$ cat src/tpcd_pkg.sv
// Package: shared types and codes for the trigger pulse and clock divider block.
`timescale 1ns / 1ps

package tpcd_pkg;

  localparam int unsigned CFG_W   = 16;
  localparam int unsigned CFG_IDX_W = 2;
  localparam int unsigned PIN_W   = 4;
  localparam int unsigned LEVELS_W = 10;

  localparam logic [CFG_IDX_W-1:0] REG_PULSE_TICKS   = 2'd0;
  localparam logic [CFG_IDX_W-1:0] REG_CLK_ONE_DIV   = 2'd1;
  localparam logic [CFG_IDX_W-1:0] REG_CLK_TWO_DIV   = 2'd2;
  localparam logic [CFG_IDX_W-1:0] REG_INPUT_CLK_DIV = 2'd3;

  localparam logic [2:0] CMD_TICK      = 3'd0;
  localparam logic [2:0] CMD_PULSE     = 3'd1;
  localparam logic [2:0] CMD_CLK_TICK  = 3'd2;
  localparam logic [2:0] CMD_RESET_OUT = 3'd3;
  localparam logic [2:0] CMD_EXT_EDGE  = 3'd4;
  localparam logic [2:0] CMD_RESET_IN  = 3'd5;

  typedef struct packed {
    logic [2:0]       cmd;
    logic [PIN_W-1:0] pin_index;
    logic             level;
  } cmd_item_t;

  typedef struct packed {
    logic [LEVELS_W-1:0] pin_levels;
    logic                step_request;
    logic                running;
  } res_item_t;

  typedef enum logic [1:0] {
    PIN_NOP,
    PIN_AGE,
    PIN_FIRE,
    PIN_SET
  } pin_op_code_t;

  typedef struct packed {
    pin_op_code_t     code;
    logic [PIN_W-1:0] idx;
    logic             level;
  } pin_op_t;

  typedef struct packed {
    logic       start;
    logic [7:0] dividend;
    logic [7:0] divisor;
  } mod_req_t;

  typedef struct packed {
    logic done;
    logic zero;
  } mod_rsp_t;

endpackage

$ cat src/trigger_pulse_and_clock_divider.sv
// Top level: trigger pulse and clock divider with sequencer and result register.
//
//  channel  direction  handshake             payload
//  cmd      in         cmd_valid/cmd_stall   cmd_item  (cmd, pin_index, level)
//  res      out        res_valid/res_stall   res_item  (pin_levels, step_request, running)
//  cfg      in         cfg_we                cfg_index, cfg_data
//
// Time tick: every pin timer aged in turn, one pin timer per cycle.
// Clock tick: two passes of the serial modulo unit.
// External edge: one modulo pass. Other commands go straight to the result stage.
// One beat in flight at a time; a waiting result holds until res_stall drops.
// rst is synchronous; no clearing pass is needed after it.
`timescale 1ns / 1ps

module trigger_pulse_and_clock_divider #(
  parameter int unsigned PIN_COUNT = 10
) (
  input  logic                                clk,
  input  logic                                rst,
  input  logic                                cmd_valid,
  output logic                                cmd_stall,
  input  tpcd_pkg::cmd_item_t                 cmd_item,
  output logic                                res_valid,
  input  logic                                res_stall,
  output tpcd_pkg::res_item_t                 res_item,
  input  logic                                cfg_we,
  input  logic [tpcd_pkg::CFG_IDX_W-1:0]      cfg_index,
  input  logic [tpcd_pkg::CFG_W-1:0]          cfg_data
);
  import tpcd_pkg::*;

  localparam int unsigned IDX_W = $clog2(PIN_COUNT);
  localparam logic [IDX_W-1:0] AGE_LAST    = IDX_W'(PIN_COUNT - 1);
  localparam logic [PIN_W-1:0] CLK_ONE_PIN = PIN_W'(PIN_COUNT - 3);
  localparam logic [PIN_W-1:0] CLK_TWO_PIN = PIN_W'(PIN_COUNT - 2);
  localparam logic [PIN_W-1:0] RST_PIN     = PIN_W'(PIN_COUNT - 1);
  localparam logic [PIN_W:0]   PIN_LIMIT   = (PIN_W + 1)'(PIN_COUNT);

  typedef enum logic [2:0] {
    S_IDLE,
    S_AGE,
    S_MOD_C1,
    S_MOD_C2,
    S_MOD_IN,
    S_FINISH
  } state_t;

  state_t               state;
  logic [CFG_W-1:0]     pulse_ticks;
  logic [7:0]           clock_one_divider;
  logic [7:0]           clock_two_divider;
  logic [7:0]           input_clock_divider;
  logic [7:0]           clock_count;
  logic [7:0]           input_edge_count;
  logic                 run_flag;
  logic                 step;
  logic [IDX_W-1:0]     age_idx;
  logic                 accept;
  pin_op_t              pin_op;
  mod_req_t             mod_req;
  mod_rsp_t             mod_rsp;
  logic [PIN_COUNT-1:0] pin_state;
  logic [PIN_COUNT+LEVELS_W-1:0] levels_wide;

  assign cmd_stall   = (state != S_IDLE);
  assign accept      = cmd_valid && !cmd_stall;
  assign levels_wide = {{LEVELS_W{1'b0}}, pin_state};

  tpcd_pins #(.PIN_COUNT(PIN_COUNT)) u_pins (
    .clk          (clk),
    .rst          (rst),
    .pulse_ticks  (pulse_ticks),
    .op           (pin_op),
    .pin_state    (pin_state)
  );

  tpcd_mod8 u_mod (
    .clk (clk),
    .rst (rst),
    .req (mod_req),
    .rsp (mod_rsp)
  );

  always_comb begin
    pin_op  = '{code: PIN_NOP, idx: '0, level: 1'b0};
    mod_req = '{start: 1'b0, dividend: '0, divisor: '0};
    unique case (state)
      S_IDLE: begin
        if (accept) begin
          unique case (cmd_item.cmd)
            CMD_PULSE: begin
              if ({1'b0, cmd_item.pin_index} < PIN_LIMIT) begin
                pin_op = '{code: PIN_FIRE, idx: cmd_item.pin_index, level: 1'b1};
              end
            end
            CMD_CLK_TICK:
              mod_req = '{start: 1'b1, dividend: clock_count, divisor: clock_one_divider};
            CMD_RESET_OUT:
              pin_op = '{code: PIN_SET, idx: RST_PIN, level: cmd_item.level};
            CMD_EXT_EDGE:
              mod_req = '{start: 1'b1, dividend: input_edge_count,
                          divisor: input_clock_divider};
            default: ;
          endcase
        end
      end
      S_AGE: pin_op = '{code: PIN_AGE, idx: PIN_W'(age_idx), level: 1'b0};
      S_MOD_C1: begin
        if (mod_rsp.done) begin
          if (mod_rsp.zero) begin
            pin_op = '{code: PIN_FIRE, idx: CLK_ONE_PIN, level: 1'b1};
          end
          mod_req = '{start: 1'b1, dividend: clock_count, divisor: clock_two_divider};
        end
      end
      S_MOD_C2: begin
        if (mod_rsp.done && mod_rsp.zero) begin
          pin_op = '{code: PIN_FIRE, idx: CLK_TWO_PIN, level: 1'b1};
        end
      end
      S_MOD_IN: ;
      S_FINISH: ;
      default: ;
    endcase
  end

  always_ff @(posedge clk) begin
    if (rst) begin
      state               <= S_IDLE;
      res_valid           <= 1'b0;
      pulse_ticks         <= CFG_W'(10);
      clock_one_divider   <= 8'd8;
      clock_two_divider   <= 8'd8;
      input_clock_divider <= 8'd1;
      clock_count         <= '0;
      input_edge_count    <= '0;
      run_flag            <= 1'b0;
      step                <= 1'b0;
      age_idx             <= '0;
    end else begin
      if (cfg_we) begin
        unique case (cfg_index)
          REG_PULSE_TICKS:   pulse_ticks         <= cfg_data;
          REG_CLK_ONE_DIV:   clock_one_divider   <= cfg_data[7:0];
          REG_CLK_TWO_DIV:   clock_two_divider   <= cfg_data[7:0];
          REG_INPUT_CLK_DIV: input_clock_divider <= cfg_data[7:0];
        endcase
      end
      if (res_valid && !res_stall && state != S_FINISH) begin
        res_valid <= 1'b0;
      end
      unique case (state)
        S_IDLE: begin
          if (accept) begin
            step  <= 1'b0;
            state <= S_FINISH;
            unique case (cmd_item.cmd)
              CMD_TICK: begin
                age_idx <= '0;
                state   <= S_AGE;
              end
              CMD_CLK_TICK: state <= S_MOD_C1;
              CMD_RESET_OUT: begin
                if (cmd_item.level) begin
                  clock_count <= '0;
                end
              end
              CMD_EXT_EDGE: state <= S_MOD_IN;
              CMD_RESET_IN: run_flag <= !cmd_item.level;
              default: ;
            endcase
          end
        end
        S_AGE: begin
          age_idx <= age_idx + IDX_W'(1);
          if (age_idx == AGE_LAST) begin
            state <= S_FINISH;
          end
        end
        S_MOD_C1: begin
          if (mod_rsp.done) begin
            state <= S_MOD_C2;
          end
        end
        S_MOD_C2: begin
          if (mod_rsp.done) begin
            clock_count <= clock_count + 8'd1;
            state       <= S_FINISH;
          end
        end
        S_MOD_IN: begin
          if (mod_rsp.done) begin
            step             <= mod_rsp.zero && run_flag;
            input_edge_count <= input_edge_count + 8'd1;
            state            <= S_FINISH;
          end
        end
        S_FINISH: begin
          if (!res_valid || !res_stall) begin
            res_valid             <= 1'b1;
            res_item.pin_levels   <= levels_wide[LEVELS_W-1:0];
            res_item.step_request <= step;
            res_item.running      <= run_flag;
            state                 <= S_IDLE;
          end
        end
        default: state <= S_IDLE;
      endcase
    end
  end

  a_accept_blocks: assert property (@(posedge clk) disable iff (rst)
    accept |=> cmd_stall)
    else $error("second beat taken while one is in flight");

  a_mod_done_state: assert property (@(posedge clk) disable iff (rst)
    mod_rsp.done |-> (state == S_MOD_C1 || state == S_MOD_C2 || state == S_MOD_IN))
    else $error("modulo result arrived outside a modulo state");

  a_step_running: assert property (@(posedge clk) disable iff (rst)
    res_valid && res_item.step_request |-> res_item.running)
    else $error("step request while stopped");

endmodule

$ cat src/tpcd_mod8.sv
// Bit-serial 8-bit modulo unit: reports whether dividend mod divisor is zero.
`timescale 1ns / 1ps

module tpcd_mod8 (
  input  logic               clk,
  input  logic               rst,
  input  tpcd_pkg::mod_req_t req,
  output tpcd_pkg::mod_rsp_t rsp
);
  import tpcd_pkg::*;

  logic       busy;
  logic [2:0] bit_cnt;
  logic [7:0] dvd;
  logic [7:0] div;
  logic [7:0] rem;
  logic [8:0] trial;
  logic [7:0] rem_next;

  always_comb begin
    trial = {rem, dvd[7]};
    if (trial >= {1'b0, div}) begin
      rem_next = 8'(trial - {1'b0, div});
    end else begin
      rem_next = trial[7:0];
    end
  end

  always_ff @(posedge clk) begin
    if (rst) begin
      busy    <= 1'b0;
      bit_cnt <= '0;
      rsp     <= '0;
    end else begin
      rsp.done <= 1'b0;
      if (req.start) begin
        busy    <= 1'b1;
        bit_cnt <= '0;
        dvd     <= req.dividend;
        div     <= (req.divisor == 8'd0) ? 8'd1 : req.divisor;
        rem     <= '0;
      end else if (busy) begin
        rem     <= rem_next;
        dvd     <= {dvd[6:0], 1'b0};
        bit_cnt <= bit_cnt + 3'd1;
        if (bit_cnt == 3'd7) begin
          busy     <= 1'b0;
          rsp.done <= 1'b1;
          rsp.zero <= (rem_next == 8'd0);
        end
      end
    end
  end

  a_no_restart: assert property (@(posedge clk) disable iff (rst)
    busy |-> !req.start)
    else $error("modulo unit restarted while busy");

  a_done_after_busy: assert property (@(posedge clk) disable iff (rst)
    rsp.done |-> $past(busy))
    else $error("modulo done without a run");

  a_done_ends_busy: assert property (@(posedge clk) disable iff (rst)
    rsp.done |-> !busy || $past(req.start))
    else $error("modulo unit still busy after done");

endmodule

$ cat src/tpcd_pins.sv
// Pin bank: pulse timers, active flags and logical levels, one pin op per cycle.
`timescale 1ns / 1ps

module tpcd_pins #(
  parameter int unsigned PIN_COUNT = 10
) (
  input  logic                         clk,
  input  logic                         rst,
  input  logic [tpcd_pkg::CFG_W-1:0]   pulse_ticks,
  input  tpcd_pkg::pin_op_t            op,
  output logic [PIN_COUNT-1:0]         pin_state
);
  import tpcd_pkg::*;

  localparam int unsigned IDX_W = $clog2(PIN_COUNT);

  logic [CFG_W-1:0]     remaining_ticks [PIN_COUNT];
  logic [PIN_COUNT-1:0] pulse_active;
  logic [IDX_W-1:0]     sel;

  assign sel = op.idx[IDX_W-1:0];

  always_ff @(posedge clk) begin
    if (rst) begin
      pulse_active <= '0;
      pin_state    <= '0;
    end else begin
      unique case (op.code)
        PIN_AGE: begin
          if (pulse_active[sel] && remaining_ticks[sel] == '0) begin
            pin_state[sel]    <= 1'b0;
            pulse_active[sel] <= 1'b0;
          end
        end
        PIN_FIRE: begin
          pin_state[sel]    <= 1'b1;
          pulse_active[sel] <= 1'b1;
        end
        PIN_SET: pin_state[sel] <= op.level;
        PIN_NOP: ;
      endcase
    end
  end

  // shared decrementer on the selected timer
  always_ff @(posedge clk) begin
    if (op.code == PIN_FIRE) begin
      remaining_ticks[sel] <= pulse_ticks;
    end else if (op.code == PIN_AGE && pulse_active[sel] && remaining_ticks[sel] != '0) begin
      remaining_ticks[sel] <= remaining_ticks[sel] - CFG_W'(1);
    end
  end

endmodule
$ cat config.mk
export PLATFORM = sky130hd
export DESIGN_NAME = trigger_pulse_and_clock_divider
export DESIGN_NICKNAME = d
export VERILOG_FILES = /design/src/tpcd_pkg.sv /design/src/trigger_pulse_and_clock_divider.sv /design/src/tpcd_mod8.sv /design/src/tpcd_pins.sv
export SDC_FILE = /design/constraint.sdc
export NUM_CORES = 1
export LEC_CHECK = 0
export BUFFER_PORTS_ARGS = -buffer_cell sky130_fd_sc_hd__buf_4
export CORE_UTILIZATION = 25
export CTS_CLUSTER_SIZE = 40
export DETAILED_ROUTE_END_ITERATION = 16
export GPL_ROUTABILITY_DRIVEN = 0
export GPL_TIMING_DRIVEN = 0
export PLACE_DENSITY = 0.36
export SLEW_MARGIN = 20
export SYNTH_ARGS = -nofsm -noshare
export SYNTH_HDL_FRONTEND = slang
export SYNTH_SLANG_ARGS = --single-unit
$ cat constraint.sdc
create_clock -name clk -period 4.3 [get_ports clk]
set_input_delay 0.645 -clock clk [delete_from_list [all_inputs] [get_ports clk]]
set_output_delay 0.645 -clock clk [all_outputs]
set_load 0.02 [all_outputs]
# Word level (Yosys, flattened, before mapping)
# Memory sizes are Yosys's and may differ from the RTL's.
# Index checks and enable logic that the tools add are counted.
[word_totals]
regBits = 128
latchBits = 0
ramBits = 160
rom_bits = 0
in_bits = 31
mem_count = 1
[op_classes]
add_sub_neg = 6
mul = 0
n_div = 0
magnitude_cmp = 4
eq_ne = 30
n_shift = 0
mux = 55
n_bitwise = 9
n_reduce_logical = 47
[memory_table]
columns = ["name", "depth", "width", "read_ports", "rd_ports_with_merged_regs", "write_ports", "line", "source"]
rows = [
  ["u_pins.remaining_ticks", 10, 16, 1, 0, 1, "tpcd_pins.sv:17", "logic [CFG_W-1:0] remaining_ticks [PIN_COUNT];"],
]
[ops]
columns = ["op", "count"]
rows = [
  ["one-hot mux 17 bit (2 select lines)", 2],
  ["2-to-1 mux 8 bit", 8],
  ["2-to-1 mux 7 bit", 5],
  ["2-to-1 mux 17 bit", 2],
  ["one-hot mux 10 bit (3 select lines)", 1],
  ["one-hot mux 7 bit (4 select lines)", 1],
  ["bitwise AND 10 bit", 2],
  ["2-to-1 mux 10 bit", 2],
  ["OR 10 bit", 2],
  ["one-hot mux 10 bit (2 select lines)", 1],
  ["AND reduction 2 bit", 9],
  ["adder 8 x 1 -> 8 bit (second input constant)", 2],
  ["logical NOT 16 bit", 1],
  ["logical NOT 8 bit", 2],
  ["2-to-1 mux 16 bit", 1],
  ["one-hot mux 8 bit (2 select lines)", 1],
  ["nonzero test 16 bit", 1],
  ["subtractor 16 x 1 -> 16 bit (second input constant)", 1],
  ["equality test 3 bit (second input constant)", 5],
  ["2-to-1 mux 1 bit", 15],
  ["2-to-1 mux 3 bit", 5],
  ["one-hot mux 3 bit (5 select lines)", 1],
  ["AND reduction 3 bit", 5],
  ["!= test 2 x 1 -> 1 bit (second input constant)", 7],
  ["other kinds (36)", 69],
]

# Logic depth before layout (Yosys ltp)
# Gate-level depths: netlist (run 1).
[logic_depth]
depth_word = 13
depth_mapped = 18

# Hierarchy
# From an unflattened synthesis (run 1), not the netlist that was laid out.
[hier_totals]
cells_unflattened = 1070
hier_area_um2 = 13120.1
[by_module_without_submodules]
columns = ["mod", "n_inst", "cells_each", "area_each_um2", "seq_area_each_um2"]
rows = [
  ["tpcd_pins", 1, 503, 7822.5, 5205.0],
  ["trigger_pulse_and_clock_divider", 1, 408, 3580.9, 1681.6],
  ["tpcd_mod8", 1, 159, 1716.6, 840.8],
]

# Worst setup path before layout (run 1)
# Ideal clock, no wire load.
[synth_timing]
kind = "input to register"
from = "input port cmd_valid"
to = "memory u_pins.remaining_ticks[5][0], enable pin"
setup_ns = 0.320
arrival_time_ns = 4.359
setup_slack_ns = -0.379
cell_stages = 18
path_buffers = 5
path_cell_list = "clkbuf_1 nand3b_1 nor2_2 a21o_1 buf_4 buf_2 buf_1 mux2i_1 nor2_1 a2111oi_2 ha_1 o21ai_0 nor4_1 nand3_1 nor4_4 nor2_2 buf_6 o211a_1"
[synth_between]
elab_chain_cells = 11
[synth_lines]
columns = ["item", "line", "source"]
rows = [
  ["start, declared", "trigger_pulse_and_clock_divider.sv:20", "input logic cmd_valid,"],
  ["logical AND 1 bit *", "trigger_pulse_and_clock_divider.sv:66", "assign accept = cmd_valid && !cmd_stall;"],
  ["2-to-1 mux 7 bit *", "trigger_pulse_and_clock_divider.sv:89", "if (accept) begin"],
  ["one-hot mux 7 bit (4 select lines) *", "trigger_pulse_and_clock_divider.sv:87", "unique case (state)"],
  ["branches (longest 8 deep; another with memory read (10 x 16 bit))", "n/a", ""],
  ["end, declared", "tpcd_pins.sv:17", ""],
]
# Every way passes the cells marked *. The select of a mux whose other input is x is not followed.

# Final worst setup path (run 1)
[layout_timing]
from = "input port cmd_item[7] (netlist name)"
to = "memory u_pins.remaining_ticks[5][11], enable pin"
[layout_between]
elab_chain_cells = 12
[layout_lines]
columns = ["item", "line", "source"]
rows = [
  ["start, declared", "trigger_pulse_and_clock_divider.sv:22", "input tpcd_pkg::cmd_item_t cmd_item,"],
  ["equality test 3 x 2 -> 1 bit / equality test 3 x 1 -> 1 bit (equally long branches)", "trigger_pulse_and_clock_divider.sv:90", "unique case (cmd_item.cmd)"],
  ["one-hot mux 7 bit (2 select lines) *", "trigger_pulse_and_clock_divider.sv:90", ""],
  ["2-to-1 mux 7 bit *", "trigger_pulse_and_clock_divider.sv:89", ""],
  ["one-hot mux 7 bit (4 select lines) *", "trigger_pulse_and_clock_divider.sv:87", ""],
  ["branches (longest 8 deep; another with memory read (10 x 16 bit))", "n/a", ""],
]
# Marks and branches as above.

==> impl_metrics.json, run 1 <==
{
  "start_util_pct": 25.3,
  "yosys_warnings": 0,
  "portBuffers": 42,
  "cts.sinks": 288,
  "min_path_cells": 3,
  "cp-end-kind": "register",
  "worstSkewPairLatency_ns": 0.55,
  "hold_start": "cfg_data[10]",
  "finalHoldViolations": 0,
  "dpl_cell_area_sq_mm": 0.0144,
  "start_kind": "input port",
  "firstDrtPassIters": 6,
  "antenna_cells": 0,
  "slew_headroom_pct": 33.4,
  "fin_cells": 1972,
  "vias": 9631,
  "p_seq_share_pct": 42.1,
  "irDropWorstVdd_v": 0.000224,
  "die_w_microns": 230,
  "die_y_microns": 230,
  "fmax_mhz": 234,
  "hold_class": "input port to register",
  "grt_pass1_vias": 9431,
  "wirelength_mm": 44.2,
  "hold_buffers": 0,
  "cts-buffers-inserted": 35,
  "r2r_slack_ns": 0.03,
  "critPathBufInv": 6,
  "synth_area_sq_mm": 0.0129,
  "cts_max_level": 2,
  "pwr-share-clk_pct": 40.9,
  "avgSynthCellArea_sq_um": 11.6,
  "wl_per_cell_microns": 22.4,
  "vias_per_cell": 4.88,
  "drive_gt1_share_pct": 23.5,
  "grt_start_max_net_pins": 20,
  "yosys_register_bits": 288,
  "grt_remaining_overflow": 0,
  "crit_fanout": 19,
  "pwr-share-comb_pct": 16.9,
  "max_stage_delay_ns": 0.38,
  "cts_tree": "built",
  "placed_cells": 1839,
  "p_int_mw": 5.35,
  "dp_hpwl_mm": 28.8,
  "grt_use_total_pct": 16.6,
  "clk_pin_slew_worst_paths_ns": 0.06,
  "cts_root_buf": "clkbuf_16",
  "final_cell_area_sq_mm": 0.0169,
  "nets": 1313,
  "final_util_pct": 32.9,
  "crit_arrival_ns": 4.59,
  "p_leak_nw": 5.85,
  "synth_edf_count": 196,
  "hold_end": "pulse_ticks[10]",
  "timing_worst_setup_path_type": "input port to register",
  "initialDrtViolationCount": 633,
  "grt_pass1_wl_mm": 64.1,
  "tightest_slew_ns": 0.995,
  "timing.rr.end": "u_pins.remaining_ticks[5][11]",
  "setup_viol": 0,
  "critPathRequiredTime_ns": 4.62,
  "period_needed_ns": 4.27,
  "max_cap_violations": 0,
  "swShare_pct": 27.2,
  "ys_types": 86,
  "pin_count": 45,
  "dieArea_sq_mm": 0.0527,
  "post-route-drc-count": 0,
  "powerDensity_mw_per_mm2": 435,
  "rr_startpoint": "state[1]",
  "synthToLayoutAreaGrowth_pct": 30.3,
  "worstRegToRegCells": 18,
  "status": "complete, no violations",
  "crit_chain": "buf_4 > and2b_2 > o211ai_1 > a21o_4 > buf_8 > buf_6 > a32o_2 > a2111oi_4 > ha_2 > o21ai_2 > nor4_2 > buf_4 > nand3_4 > nor4_4 > nor2_4 > buf_12 > o211a_4 > clkbuf_16",
  "cpMostUsedCell": "buf_4",
  "synth.yosys.seq_area_share_pct": 59.7,
  "drv_slew": 0,
  "fillers": 5177,
  "synthArstFlopShare_pct": 0,
  "finClkSkew_ns": 0.0222,
  "slowest_stage": "a2111oi_4",
  "ys.flop_type": "edfxtp_1",
  "rsz0062_at_grt": "yes",
  "syn-num-nets": 1161,
  "fp-row-count": 83,
  "cp_top_family": "compound AO/OA/AOI/OAI gates",
  "postRouteAntennaNets": 0,
  "synthCells": 1113,
  "finalPower_mw": 7.34,
  "p_switching_mw": 2.00,
  "cts_buffer_depth": 3,
  "multi_input_area_sq_mm": 0.00532,
  "regArea_sq_mm": 0.00774,
  "antenna_found_initial": 0,
  "core_sq_mm": 0.0512,
  "finalCritPeriodShare_pct": 99.3
}
-- registers in the layout, summed over array words and instances, names as in the netlist, 2 cells and up, named ones only --
signal / cells
u_pins.remaining_ticks: 160
u_pins.pin_state: 10
u_mod.div: 8
u_mod.dvd: 8
res_item: 12
pulse_ticks: 16
clock_two_divider: 8
u_mod.bit_cnt: 3
state: 3
age_idx: 4
clock_count: 8
u_mod.rem: 8
input_clock_divider: 8
clock_one_divider: 8
u_mod.rsp: 2
input_edge_count: 8
-- cells in the final DEF (no fill, tap or decap), drive strengths merged, types with 17 or more instances in the layout --
cell type / n
edfxtp: 196
xnor2: 18
nand2: 101
a211oi: 19
buf: 143
nand3: 72
clkbuf: 90
inv: 40
nor3: 17
a31oi: 18
a22o: 21
dfxtp: 92
a21oi: 69
mux2i: 31
nor2: 95
mux2: 21
-- cell usage after synthesis (all sizes together) (4+ instances only) --
| cell | n | area (sq um) |
|---|---|---|
| o21ba | 4 | 40.0 |
| a31oi | 18 | 113 |
| nor2b | 5 | 31.3 |
| nor4 | 12 | 96.3 |
| and3 | 13 | 81.3 |
| ha | 16 | 200 |
| a41oi | 4 | 35.0 |
| nand4 | 14 | 93.8 |
| and2 | 8 | 50.1 |
| a21o | 4 | 30.0 |
| a211oi | 19 | 143 |
| o21a | 11 | 82.6 |
| nor2 | 95 | 362 |
| a32oi | 14 | 123 |
| mux2 | 17 | 225 |
| clkbuf | 36 | 135 |
| nor3b | 6 | 45.0 |
| a32o | 5 | 50.1 |
| xnor2 | 18 | 158 |
| a221oi | 5 | 56.3 |
| a222oi | 7 | 70.1 |
| nand2b | 4 | 25.0 |
| nand3 | 72 | 365 |
| a21oi | 69 | 345 |
| edfxtp | 196 | 5890 |
| nand2 | 101 | 379 |
| dfxtp | 92 | 1840 |
| inv | 39 | 146 |
| o2bb2ai | 8 | 70.1 |
| xor2 | 12 | 105 |
| a2111oi | 12 | 176 |
| o31a | 7 | 61.3 |
| a311oi | 5 | 43.8 |
| o221ai | 4 | 41.3 |
| mux2i | 31 | 310 |
| nand3b | 10 | 75.1 |
| o21ai | 15 | 75.1 |
| nor3 | 17 | 101 |
| a22o | 21 | 184 |
| buf | 28 | 153 |
-- power by group through the flow --
stage | registers, mW | clock network [mW] | logic, mW
after floorplan | 3.14 | 0 | 0.677
after global placement | 3.15 | 0 | 1.03
after CTS | 3.09 | 3.09 | 1.17
after detailed placement | 3.15 | 0 | 1.04
final | 3.09 | 3.01 | 1.24
after global routing | 3.10 | 3.19 | 1.35
-- worst reg2reg max path: stages, from the launching register on --
cell and delay [ns]:
dfxtp_4 0.36, nor3_4 0.18, buf_6 0.15, nand3_4 0.13, a21o_4 0.25, buf_8 0.19, buf_6 0.18, a32o_2 0.29
a2111oi_4 0.38, ha_2 0.27, o21ai_2 0.06, nor4_2 0.13, buf_4 0.18, nand3_4 0.08, nor4_4 0.38, nor2_4 0.14
buf_12 0.17, o211a_4 0.31, clkbuf_16 0.19
-- cell families after synthesis --
group / count (synthesis) / share of synthesized area (%)
muxes: 48 / 4.14
and+or+nand+nor: 373 / 14.2
DFF: 288 / 59.7
adders and majority gates: 17 / 1.70
xor gates and xnor gates: 30 / 2.03
buffers and inverters: 103 / 3.35
AOI/OAI and AO/OA: 254 / 14.9
-- metrics by stage --
step | setup WS, ns | TNS (ns) | hold WS (ns)
2_1_floorplan | 0.00238 | 0 | 0.408
3_3_place_gp | -1.77 | -569.52 | 0.414
3_5_place_dp | -1.74 | -558.66 | 0.425
4_1_cts | 0.0106 | 0 | 0.327
5_1_grt | -0.115 | -11.40 | 0.348
6_report | 0.0295 | 0 | 0.353
-- how the worst max path moves through the flow --
| stage | from | end | cells after the start | slack (ns) |
|---|---|---|---|---|
| finish | cmd_item[7] | u_pins.remaining_ticks[5][11] | 18 | 0.03 |
| global route | state[1] | u_pins.remaining_ticks[5][9] | 17 | -0.11 |
| CTS | u_mod.rsp[1] | u_pins.remaining_ticks[5][4] | 19 | 0.01 |
| detailed placement | cmd_item[6] | u_pins.remaining_ticks[8][1] | 16 | -1.74 |
| global placement | cmd_item[6] | u_pins.remaining_ticks[9][1] | 16 | -1.77 |
| floorplan | cmd_item[7] | u_pins.remaining_ticks[0][10] | 17 | 0.002 |
-- per-layer routing --
metal	wire length [microns]	track usage, %	vias up
li1	-	-	4544
met1	20400	22.3	4817
met2	21000	27.1	216
met3	1820	3.17	54
met4	996	4.65	0
met5	0	0	-
-- repair_timing --
action,in CTS,in global routing
endpoints found under the setup margin,340,337
setup buffers,46,21
gates cloned,0,7
gates resized for setup,73,55
pin swaps,18,14
-- layout make-up --
class	instances	area share [%]
Timing Repair Buffer	116	6.86
Inverter	39	0.883
Multi-Input combinational cell	726	31.5
Clock buffer	58	6.50
Tap cell	680	5.04
Sequential cell	288	45.9
Buffer	59	2.88
Clock inverter	6	0.401
Note: power is estimated with default switching activity, not from simulation.
==> run 2: changes to the inputs <==
==> constraint.sdc (replaced) <==
create_clock -name clk -period 4.3 [get_ports clk]
set_input_delay 0.645 -clock clk [delete_from_list [all_inputs] [get_ports clk]]
set_output_delay 0.645 -clock clk [all_outputs]
set_load 0.1 [all_outputs]
==> run 2 against run 1 <==
Compared with the run above: combinational power increased by 19%; core utilization is 0.68 points higher; sequential power about the same; critical path depth up 2; final cell count is 1.5% higher; clock power decreased by 3%; cell area is 2.1% higher; setup slack lost 0.013 ns; non-clock buffer count grew 18; via count is 2.5% higher.
==> impl_metrics.json, run 2 (same netlist as run 1, synthesis figures left out) <==
{
  "status": "complete, no violations",
  "synthToLayoutAreaGrowth_pct": 33.0,
  "fmax_mhz": 233,
  "slew_headroom_pct": 16.4,
  "post-route-drc-count": 0,
  "cts_tree": "built",
  "hold_buffers": 0,
  "postRouteAntennaNets": 0,
  "cts_max_level": 2,
  "grt_pass1_vias": 9519,
  "start_kind": "register",
  "grt_use_total_pct": 16.7,
  "vias": 9870,
  "antenna_found_initial": 1,
  "wirelength_mm": 46.3,
  "tightest_slew_ns": 1.24,
  "drv_slew": 0,
  "firstDrtPassIters": 7,
  "final_cell_mix": "edfxtp_1 (196), buf_4 (106), nand2_1 (101)",
  "wl_per_cell_microns": 23.1,
  "critPathRequiredTime_ns": 4.59,
  "max_cap_violations": 0,
  "cp-end-kind": "register",
  "finalCritPeriodShare_pct": 99.6,
  "vias_per_cell": 4.93,
  "grt_pass1_wl_mm": 64.6,
  "die_y_microns": 230,
  "final_util_pct": 33.6,
  "irDropWorstVdd_v": 0.000226,
  "powerDensity_mw_per_mm2": 436,
  "finClkSkew_ns": 0.0126,
  "crit_arrival_ns": 4.57,
  "multi_input_area_sq_mm": 0.00550,
  "period_needed_ns": 4.28,
  "drive_gt1_share_pct": 24.6,
  "crit_fanout": 16,
  "layout_commonest_cell": "edfxtp_1",
  "top_register": "u_pins.remaining_ticks",
  "dpl_cell_area_sq_mm": 0.0144,
  "grt_start_max_net_pins": 20,
  "finalHoldViolations": 0,
  "hold_class": "input port to register",
  "setup_viol": 0,
  "pin_count": 45,
  "p_leak_nw": 6.01,
  "worstSkewPairLatency_ns": 0.55,
  "cts_root_buf": "clkbuf_16",
  "start_util_pct": 25.3,
  "clk_pin_slew_worst_paths_ns": 0.06,
  "core_sq_mm": 0.0512,
  "rsz0062_at_grt": "yes",
  "timing_worst_setup_path_type": "register to register",
  "fp-row-count": 83,
  "grt_remaining_overflow": 0,
  "initialDrtViolationCount": 682,
  "dieArea_sq_mm": 0.0527,
  "fin_ws_ns": 0.0167,
  "fillers": 5143,
  "cts-buffers-inserted": 36,
  "cts_buffer_depth": 3,
  "largest_reg_flops": 160,
  "finalPower_mw": 7.50,
  "reg_top3": "u_pins.remaining_ticks (160), pulse_ticks (16), res_item (12)",
  "regArea_sq_mm": 0.00774,
  "nets": 1342,
  "dp_hpwl_mm": 28.8,
  "final_cell_area_sq_mm": 0.0172,
  "cts.sinks": 288,
  "place_ws_ns": -1.79,
  "antenna_cells": 0,
  "die_w_microns": 230,
  "final.setup.tns_ns": 0,
  "portBuffers": 42
}
[run 2: timing repair]
item | CTS | global route
gates resized for setup | 67 | 68
cloned | 1 | 19
buffers inserted | 47 | 35
pin swaps | 18 | 10
endpoints found under the setup margin | 340 | 337
endpoints found under the hold margin | 0 | 0
[run 2: layer usage]
| layer | GRT usage (%) | wire (microns) | vias up |
|---|---|---|---|
| li1 | - | - | 4610 |
| met1 | 22.4 | 21000 | 4929 |
| met2 | 27.6 | 22200 | 258 |
| met3 | 2.44 | 2050 | 73 |
| met4 | 4.92 | 1100 | 0 |
| met5 | 0 | 0 | - |
[run 2: path summary, 6_finish.rpt]
| path | startpoint | to | slack [ns] | depth (start not counted) |
|---|---|---|---|---|
| max | state[1] | u_pins.remaining_ticks[1][8] | 0.02 | 20 |
| min | cfg_data[10] | pulse_ticks[10] | 0.35 | 3 |
| max reg2reg | state[1] | u_pins.remaining_ticks[1][8] | 0.02 | 20 |
| min reg2reg | u_pins.pin_state[2] | res_item[4] | 0.43 | 0 |
[run 2: worst max-delay path: stages, from the launching register on]
cell       delay (ns)
dfxtp_4          0.36
nor3_4           0.21
buf_12           0.16
inv_8            0.03
nor2_4           0.17
a21o_1           0.17
buf_6            0.14
buf_6            0.11
buf_4            0.10
buf_4            0.11
buf_12           0.09
mux2i_1          0.17
o2bb2ai_1        0.14
a2111oi_4        0.48
nand4_4          0.35
nor4_4           0.40
buf_4            0.20
nor2_4           0.06
buf_12           0.15
o21ba_4          0.22
buf_12           0.15
[run 2: final cells by class]
cell class              count  share of cell area [%]
clock inverters            13                   0.552
repair buffers            133                    7.85
well taps                 680                    4.94
plain buffers              60                    2.81
clock buffers              53                    6.03
flip-flops and latches    288                    45.0
multi-input cells         736                    32.0
inverters                  39                   0.894
[run 2: metrics by stage]
stage / cells / hold slack [ns]
floorplan: 1113 / 0.408
global placement: 1835 / 0.425
detailed placement: 1839 / 0.419
CTS: 1951 / 0.334
global route: 2002 / 0.348
finish: 2002 / 0.354
[run 2: where the power goes]
group	switching, mW	leakage, nW	internal (mW)	total, mW
combinational	0.890	2.90	0.583	1.47
clock	1.20	0.556	1.73	2.93
sequential	0.0525	2.55	3.04	3.10
total	2.14	6.01	5.36	7.50
